`src/rtl/text_terminal_character_writer_macros.svh`:
```
// Assertion macros for the text terminal character writer.
`ifndef TEXT_TERMINAL_CHARACTER_WRITER_MACROS_SVH
`define TEXT_TERMINAL_CHARACTER_WRITER_MACROS_SVH

// Property checked on every clock edge outside reset.
`define TTCW_ASSERT(lbl, prop, msg) \
    lbl: assert property (@(posedge clk) disable iff (!rst_n) (prop)) else $error(msg);

// Condition in one cycle implies a consequence in the next.
`define TTCW_ASSERT_NEXT(lbl, ante, cons, msg) \
    lbl: assert property (@(posedge clk) disable iff (!rst_n) (ante) |=> (cons)) \
        else $error(msg);

`endif

```
`src/rtl/ttcw_pkg.sv`:
```
// Shared constants, types and helpers for the text terminal character writer.
package ttcw_pkg;

    localparam int COLUMNS    = 80;
    localparam int ROWS       = 25;
    localparam int CELL_COUNT = ROWS * COLUMNS;
    localparam int COPY_COUNT = (ROWS - 1) * COLUMNS;
    localparam int ADDR_W     = $clog2(CELL_COUNT);

    localparam int ACT_W   = 2;
    localparam int CHAR_W  = 8;
    localparam int COLOR_W = 8;
    localparam int IDX_W   = 11;
    localparam int COL_W   = 7;
    localparam int ROW_W   = 5;
    localparam int OFS_W   = 11;
    localparam int CELL_W  = 16;

    localparam logic [ACT_W-1:0] ACT_PUT   = 2'd0;
    localparam logic [ACT_W-1:0] ACT_CLEAR = 2'd1;
    localparam logic [ACT_W-1:0] ACT_READ  = 2'd2;

    localparam logic [CHAR_W-1:0]  CODE_NEWLINE   = 8'd10;
    localparam logic [CHAR_W-1:0]  CODE_BACKSPACE = 8'd8;
    localparam logic [CHAR_W-1:0]  CODE_SPACE     = 8'd32;
    localparam logic [COLOR_W-1:0] RESET_COLOR    = 8'h0B;

    typedef struct packed {
        logic take;       // latch the offered item
        logic exec;       // decode and apply the latched item
        logic copy;       // one step of the scroll copy
        logic fill;       // one step of a blanking pass
        logic fill_init;  // blanking uses the reset color
        logic load;       // move the result into the output register
    } ttcw_cmd_t;

    typedef struct packed {
        logic op_clear;
        logic op_scroll;
        logic copy_last;
        logic fill_last;
        logic out_free;
    } ttcw_stat_t;

    function automatic logic [CELL_W-1:0] make_cell(input logic [COLOR_W-1:0] color,
                                                    input logic [CHAR_W-1:0] ch);
        make_cell = {color, ch};
    endfunction

endpackage

```
`src/rtl/ttcw_ctrl.sv`:
```
// Sequencing state machine for the text terminal character writer.
module ttcw_ctrl
    import ttcw_pkg::*;
(
    input  logic       clk,
    input  logic       rst_n,
    input  logic       in_valid,
    input  ttcw_stat_t stat,
    output ttcw_cmd_t  cmd,
    output logic       in_stall
);

    localparam logic [2:0] ST_INIT   = 3'd0;
    localparam logic [2:0] ST_IDLE   = 3'd1;
    localparam logic [2:0] ST_EXEC   = 3'd2;
    localparam logic [2:0] ST_SCROLL = 3'd3;
    localparam logic [2:0] ST_FILL   = 3'd4;
    localparam logic [2:0] ST_DONE   = 3'd5;

    logic [2:0] state_reg;
    logic [2:0] state_next;

    always_ff @(posedge clk or negedge rst_n)
    begin
        if (!rst_n)
        begin
            state_reg <= ST_INIT;
        end
        else
        begin
            state_reg <= state_next;
        end
    end

    assign in_stall = (state_reg != ST_IDLE);

    always_comb
    begin
        cmd        = '0;
        state_next = state_reg;
        case (state_reg)
            ST_INIT:
            begin
                cmd.fill      = 1'b1;
                cmd.fill_init = 1'b1;
                if (stat.fill_last)
                begin
                    state_next = ST_IDLE;
                end
            end
            ST_IDLE:
            begin
                if (in_valid)
                begin
                    cmd.take   = 1'b1;
                    state_next = ST_EXEC;
                end
            end
            ST_EXEC:
            begin
                cmd.exec = 1'b1;
                if (stat.op_clear)
                begin
                    state_next = ST_FILL;
                end
                else if (stat.op_scroll)
                begin
                    state_next = ST_SCROLL;
                end
                else
                begin
                    state_next = ST_DONE;
                end
            end
            ST_SCROLL:
            begin
                cmd.copy = 1'b1;
                if (stat.copy_last)
                begin
                    state_next = ST_FILL;
                end
            end
            ST_FILL:
            begin
                cmd.fill = 1'b1;
                if (stat.fill_last)
                begin
                    state_next = ST_DONE;
                end
            end
            ST_DONE:
            begin
                if (stat.out_free)
                begin
                    cmd.load   = 1'b1;
                    state_next = ST_IDLE;
                end
            end
            default:
            begin
                state_next = ST_INIT;
            end
        endcase
    end

endmodule

```
`config.mk`:
```
export PLATFORM = sky130hd
export DESIGN_NAME = ttcw_ctrl
export DESIGN_NICKNAME = d
export VERILOG_FILES = /design/src/rtl/text_terminal_character_writer_macros.svh /design/src/rtl/ttcw_pkg.sv /design/src/rtl/ttcw_ctrl.sv
export SDC_FILE = /design/constraint.sdc
export NUM_CORES = 1
export LEC_CHECK = 0
export BUFFER_PORTS_ARGS = -buffer_cell sky130_fd_sc_hd__buf_2
export CORE_AREA = 2 2 39 41
export DETAILED_ROUTE_END_ITERATION = 8
export DIE_AREA = 0 0 41 43
export HOLD_SLACK_MARGIN = 0.05
export PLACE_DENSITY = 0.48
export RECOVER_POWER = 50
export SYNTH_ARGS = -nofsm -noshare
export SYNTH_HDL_FRONTEND = slang
export SYNTH_SLANG_ARGS = --single-unit
```
`constraint.sdc`:
```
create_clock -name clk -period 1.8 [get_ports clk]
set_clock_uncertainty 0.05 [all_clocks]
set_input_delay 0.54 -clock clk [delete_from_list [all_inputs] [get_ports clk]]
set_output_delay 0.54 -clock clk [all_outputs]
set_load 0.005 [all_outputs]
```
### Word-level counts from Yosys, hierarchy flattened

Index checks and enable logic that the tools add are counted.

* flip-flop bits (word level): 3
* input port bits: 8
* output and inout bits: 7
* word-level logic and storage cells: 31

* eq/ne operators: 11
* mux-type cells: 16
* reductions and logical operators: 3

Operator list (count)
* 3-bit two-way mux: 7
* 3-bit one-hot mux with 6 select lines: 1
* 2-bit inequality test (second input constant): 5
* 1-bit two-way mux: 8
* 3-bit by 2-bit == test with 1-bit output (second input constant): 2
* 3-bit == test (second input constant): 2
* 5-bit AND reduction: 1
* 3-bit by 1-bit == test with 1-bit output (second input constant): 1
* 3-bit logical NOT: 1
* 3-bit by 1-bit inequality test with 1-bit output (second input constant): 1
* 2-bit OR reduction: 1

### Logic depth before layout (Yosys ltp)

Gate-level depths: netlist of the first run.

* depth in word-level cells: 3
* depth in mapped cells: 4
* mapped depth without buffers: 3

### Least setup slack after synthesis of the first run

No wires, ideal clock.

* path type: reg-to-output
* start point: reg state_reg[0]
* end point: out cmd[0] (netlist name)
* arrival: 0.848 ns
* required time: 1.210 ns
* path slack: 0.362 ns
* cell stages (with the launch flop): 4
* buffers on the path: 1
* cells stage by stage: dfrtp_1 -> buf_6 -> and2b_4 -> and3_2

RTL lines
* start: declaration: line ttcw_ctrl.sv:20 `logic [2:0] state_reg;`
* start signal: assignment: line ttcw_ctrl.sv:31 `state_reg <= state_next;`
* end: declaration: line ttcw_ctrl.sv:9 `output ttcw_cmd_t cmd,`

==> flow_metrics.py, run 1 <==
metrics = {
    "sta": {
        "slew_headroom_pct": 73.09,
        "drv_slew": 0,
        "rsz0062_at_grt": "no",
        "whs_ns": 0.5465,
        "worst_slew_pin_slew_ns": 0.4036,
        "tns_ns": 0,
        "finalSetupViolCount": 0,
        "finalCritPeriodShare_pct": 96.84,
        "clock.fmax_mhz": 573.7,
        "hold_viol_final": 0,
        "period_minus_slack_ns": 1.743,
    },
    "synth": {
        "synth_top_area_share_pct": 27.27,
        "ys.flop_type": "dfrtp_1",
        "synth_fp_nets": 39,
        "synth-warning-count": 0,
        "synth_edf_count": 0,
        "synth_cell_type_count": 21,
        "synth.cell_area_um2": 275.3,
        "yosys.area.top_type": "dfrtp_1",
        "synth_cells": 31,
        "ys_seq_area_share_pct": 27.27,
        "synth.area.top_cells": "dfrtp_1, buf_6, a21oi_1",
        "async_reset_ff_share_pct": 100.0,
        "synth-seq-cells": 3,
        "ys_top_cells_by_count": "a21oi_1, dfrtp_1",
        "syn_avg_cell_area_um2": 8.879,
    },
    "drt": {
        "final_antenna_net_count": 0,
        "drt_iter0_drc": 1,
        "drc_errors": 0,
        "drt_wl_total_um": 633,
        "avgRoutedWirePerCell_um": 9.591,
        "num_vias": 294,
        "avgViaCountPerCell": 4.455,
        "dr.pass1.iters": 3,
    },
    "finish": {
        "design_area_um2": 396.6,
        "nFillCells": 156,
        "insertedDiodeCount": 0,
        "drive_gt1_share_pct": 52.00,
        "syn_to_final_growth_pct": 44.09,
        "largest_register_ffs": 3,
        "finalNetCount": 59,
    },
    "clock_tree": {
        "cts_sinks": 3,
        "clk_latency_ns": 0.23,
        "cts_root_buf": "clkbuf_4",
        "cts_tree": "built",
        "clkTransAtPathRegs_ns": 0.04,
        "clockBufferDepth": 2,
        "htreeDepth": 1,
        "cts_made_buffers": 3,
    },
    "global_route": {
        "grt_max_degree": 11,
        "grt_use_total_pct": 8.835,
        "grt_pass1_wl_mm": 1.000,
        "antenna_found_initial": 0,
        "grt_pass1_vias": 254,
        "gr-total-overflow": 0,
    },
    "run_status": {
        "status": "completed",
    },
    "setup_path": {
        "path_class": "flip-flop to output port",
        "arrival_ns": 1.15,
        "worstSetupStartpointType": "flip-flop",
        "worstSetupEndpointType": "output port",
        "critical_path.slowest_cell": "dfrtp_2",
        "cp_max_fo": 8,
        "cpPeakStageDelay_ns": 0.44,
        "crit_chain": "and2b_4, and3_4, buf_2",
        "required_ns": 1.21,
    },
    "floorplan": {
        "coreArea_um2": 1384,
        "die_w_um": 41,
        "start_util_pct": 19.89,
        "io_pins": 15,
        "fp-row-count": 14,
        "die_height_um": 43,
        "dieArea_um2": 1763,
    },
    "power": {
        "ir_drop_mv": 0.3502,
        "power_leakage_nw": 0.1840,
        "power_uw": 645.7,
        "p_per_area_nw_per_um2": 1628,
    },
    "place": {
        "io_buffers": 14,
        "detailed_place_hpwl_um": 453.1,
        "place.gp.congestion": 0.6502,
        "place_area_um2": 342.8,
    },
    "run": {
        "maxCapViolations": 0,
    },
    "min_path": {
        "hold_path_class": "primary input to flip-flop",
    },
}
-- cell usage in the layout, fill, tap and decap left out, drive strengths merged --
master / instances
a211oi: 1
nor2: 2
nand2b: 1
inv: 1
o21ai: 2
buf: 15
mux2i: 1
a31o: 1
mux2: 1
and3: 2
nor3b: 2
dfrtp: 3
dlygate4sd3: 1
clkbuf: 6
nor2b: 2
a21oi: 3
nand2: 1
and2: 1
a221oi: 1
nor3: 2
and2b: 1
-- metrics by stage --
stage,std cells,utilization (%),worst slack [ns]
after floorplan,31,-,0.3617
after global placement,59,24.77,0.2287
after detailed placement,59,24.77,0.2228
after CTS,64,27.49,0.003894
after global routing,66,28.66,0.01636
final,66,28.66,0.05686
-- logic make-up after synthesis --
logic type             Yosys count  share of synthesized area, %
AND/OR/NAND/NOR                 14                         32.27
AO/OA/AOI/OAI                    8                         20.45
buffers and inverters            4                         12.27
flip-flops                       3                         27.27
multiplexers                     2                         7.727
-- power breakdown --
group	total (mW)	internal (mW)	switching, mW
Sequential	0.152	0.103	0.0491
Clock	0.117	0.0830	0.0338
Combinational	0.376	0.212	0.164
-- worst paths after layout --
kind | slack, ns | to | from | cells after the start
setup / recovery | 0.06 | cmd[0] | state_reg[0] | 3
hold / removal | 0.55 | state_reg[0] | stat[1] | 3
setup reg to reg | 0.33 | state_reg[2] | state_reg[0] | 5
hold reg to reg | 0.61 | state_reg[0] | state_reg[0] | 2
max in group asynchronous | 0.95 | state_reg[0] | rst_n | 2
min in group asynchronous | 0.59 | state_reg[1] | rst_n | 2
-- worst max-delay path: cells and delay by family, from the launching register on --
kind                   cells  cell delay, ns
buffers and inverters      1            0.12
DFF                        1            0.44
and+or+nand+nor            2            0.37
-- layer usage --
metal  track usage, %  wire (µm)  vias to the layer above
met5                0          0                        -
met4            8.000          0                        0
met3            3.141         21                        0
met2            10.63        318                        6
met1            11.58        292                      140
li1                 -          -                      148
-- cell type report --
cell class | count | area [µm²] | share of cell area (%)
multi-input cells | 24 | 167.7 | 42.27
repair buffers | 18 | 101.3 | 25.55
flip-flops and latches | 3 | 77.57 | 19.56
clock buffers | 4 | 26.28 | 6.625
well taps | 16 | 20.02 | 5.047
inverters | 1 | 3.754 | 0.9464
-- repair_timing --
item,CTS,global route
hold buffers,1,0
resized for setup,1,3
hold endpoints to repair,3,0
setup buffers,0,2
endpoints found under the setup margin,2,3
gates cloned,0,0
No activity file was read; power rests on OpenSTA's default activity.
==> run 2, diff against run 1 <==
--- a/config.mk
+++ b/config.mk
@@ -12,3 +12,3 @@
 export HOLD_SLACK_MARGIN = 0.05
-export PLACE_DENSITY = 0.48
+export PLACE_DENSITY = 0.54
 export RECOVER_POWER = 50
--- a/constraint.sdc
+++ b/constraint.sdc
@@ -4,2 +4,2 @@
 set_output_delay 0.54 -clock clk [all_outputs]
-set_load 0.005 [all_outputs]
+set_load 0.1 [all_outputs]
==> run 2 against run 1 <==
Net effect:
- the flow now finishes with violations (negative setup slack)
- core utilization grew 14 points
- cell count grew 7.6%
- via count grew 9.9%
- critical path depth is the same
- wire length grew 29%
- first-iteration DRC count grew to 7.0 times the previous value
- sequential share of layout area shrank 6.4 points
- global-route usage grew 3.6 points
==> flow_metrics.py, run 2 (synthesized netlist as in run 1, its figures left out) <==
metrics = {
    "min_path": {
        "hold_depth": 3,
        "hold_path_class": "primary input to flip-flop",
    },
    "sta": {
        "worst_slew_pin_slew_ns": 0.3194,
        "hold_viol_final": 0,
        "drv_slew": 0,
        "slew_headroom_pct": 78.54,
        "finalSetupViolCount": 2,
        "finalCritPeriodShare_pct": 101.3,
        "setup_slack_ns": -0.02318,
        "period_minus_slack_ns": 1.823,
        "rsz0062_at_grt": "yes",
        "clock.fmax_mhz": 548.5,
    },
    "setup_path": {
        "cp_max_fo": 4,
        "worstSetupEndpointType": "output port",
        "ff2ff_path_depth": 4,
        "required_ns": 1.21,
        "crit_chain": "and2b_4, and3_4, buf_12",
        "critical_path.slowest_cell": "dfrtp_1",
        "worstSetupStartpointType": "flip-flop",
        "path_class": "flip-flop to output port",
        "cpPeakStageDelay_ns": 0.37,
        "arrival_ns": 1.23,
    },
    "clock_tree": {
        "clk_latency_ns": 0.23,
        "cts_sinks": 3,
        "htreeDepth": 1,
        "clkTransAtPathRegs_ns": 0.04,
        "clockBufferDepth": 2,
        "cts_made_buffers": 3,
        "cts_tree": "built",
        "cts_root_buf": "clkbuf_4",
    },
    "finish": {
        "nFillCells": 137,
        "seq_area_um2": 77.57,
        "drive_gt1_share_pct": 69.09,
        "finalNetCount": 64,
        "postLayoutCoreUtil_pct": 42.59,
        "stdcell_count": 71,
        "multi_input_area_um2": 214.0,
        "syn_to_final_growth_pct": 114.1,
        "design_area_um2": 589.3,
        "largest_register_ffs": 3,
        "layout_common_cells": "buf_12, buf_4, buf_2",
        "insertedDiodeCount": 0,
    },
    "run": {
        "maxCapViolations": 0,
    },
    "drt": {
        "drc_errors": 0,
        "drt_iter0_drc": 7,
        "final_antenna_net_count": 0,
        "avgRoutedWirePerCell_um": 11.49,
        "drt_wl_total_um": 816,
        "num_vias": 323,
        "avgViaCountPerCell": 4.549,
        "dr.pass1.iters": 3,
    },
    "place": {
        "dp_slack_ns": 0.1219,
        "dp.cells": 60,
        "place_area_um2": 484.2,
        "place.gp.congestion": 0.7112,
        "detailed_place_hpwl_um": 565.1,
        "io_buffers": 14,
    },
    "floorplan": {
        "io_pins": 15,
        "start_util_pct": 19.89,
        "die_height_um": 43,
        "fp-row-count": 14,
        "die_w_um": 41,
        "dieArea_um2": 1763,
        "coreArea_um2": 1384,
    },
    "run_status": {
        "status": "finished with violations",
        "violations": "negative setup slack",
    },
    "global_route": {
        "grt_pass1_vias": 330,
        "antenna_found_initial": 0,
        "grt_max_degree": 11,
        "gr-total-overflow": 0,
        "grt_use_total_pct": 12.47,
        "grt_pass1_wl_mm": 1.421,
    },
}
==> run 2: cell type report <==
class                   count  area share [%]
repair buffers             23           42.04
multi-input cells          24           36.31
flip-flops and latches      3           13.16
clock buffers               4           4.459
well taps                  16           3.397
inverters                   1          0.6369
==> run 2: path summary, 6_finish.rpt <==
kind	start	endpoint	slack (ns)
setup / recovery	state_reg[1]	cmd[0]	-0.02
hold / removal	stat[1]	state_reg[0]	0.55
setup reg to reg	state_reg[2]	state_reg[1]	0.33
hold reg to reg	state_reg[1]	state_reg[2]	0.65
max in group asynchronous	rst_n	state_reg[2]	0.92
min in group asynchronous	rst_n	state_reg[1]	0.60
==> run 2: timing repair <==
item,4_1_cts,5_1_grt
endpoints found under the hold margin,3,0
setup buffers,5,1
endpoints found under the setup margin,6,6
hold buffers,1,0
pin swaps,3,0
resized for setup,8,1
==> run 2: routing by layer <==
layer	wire, µm	global-route usage [%]
met1	282	13.59
met2	500	20.00
met3	21	1.571
met4	12	10.00
met5	0	0
==> run 2: critical path, delay by kind of cell (launching register included) <==
family / cells / cell delay, ns
simple gates: 2 / 0.46
flops: 1 / 0.37
buf+inv: 1 / 0.17
==> run 2: stage by stage <==
step	hold slack, ns	TNS (ns)
5_1_grt	0.5554	-0.2608
3_5_place_dp	0.2929	0
4_1_cts	0.5410	-0.06899
6_report	0.5475	-0.04315
3_3_place_gp	0.2878	0
2_1_floorplan	0.1944	-0.3217
Power of run 2 is not shown: default switching activity piles up to over one toggle a cycle in this logic, so the estimate is an artifact.
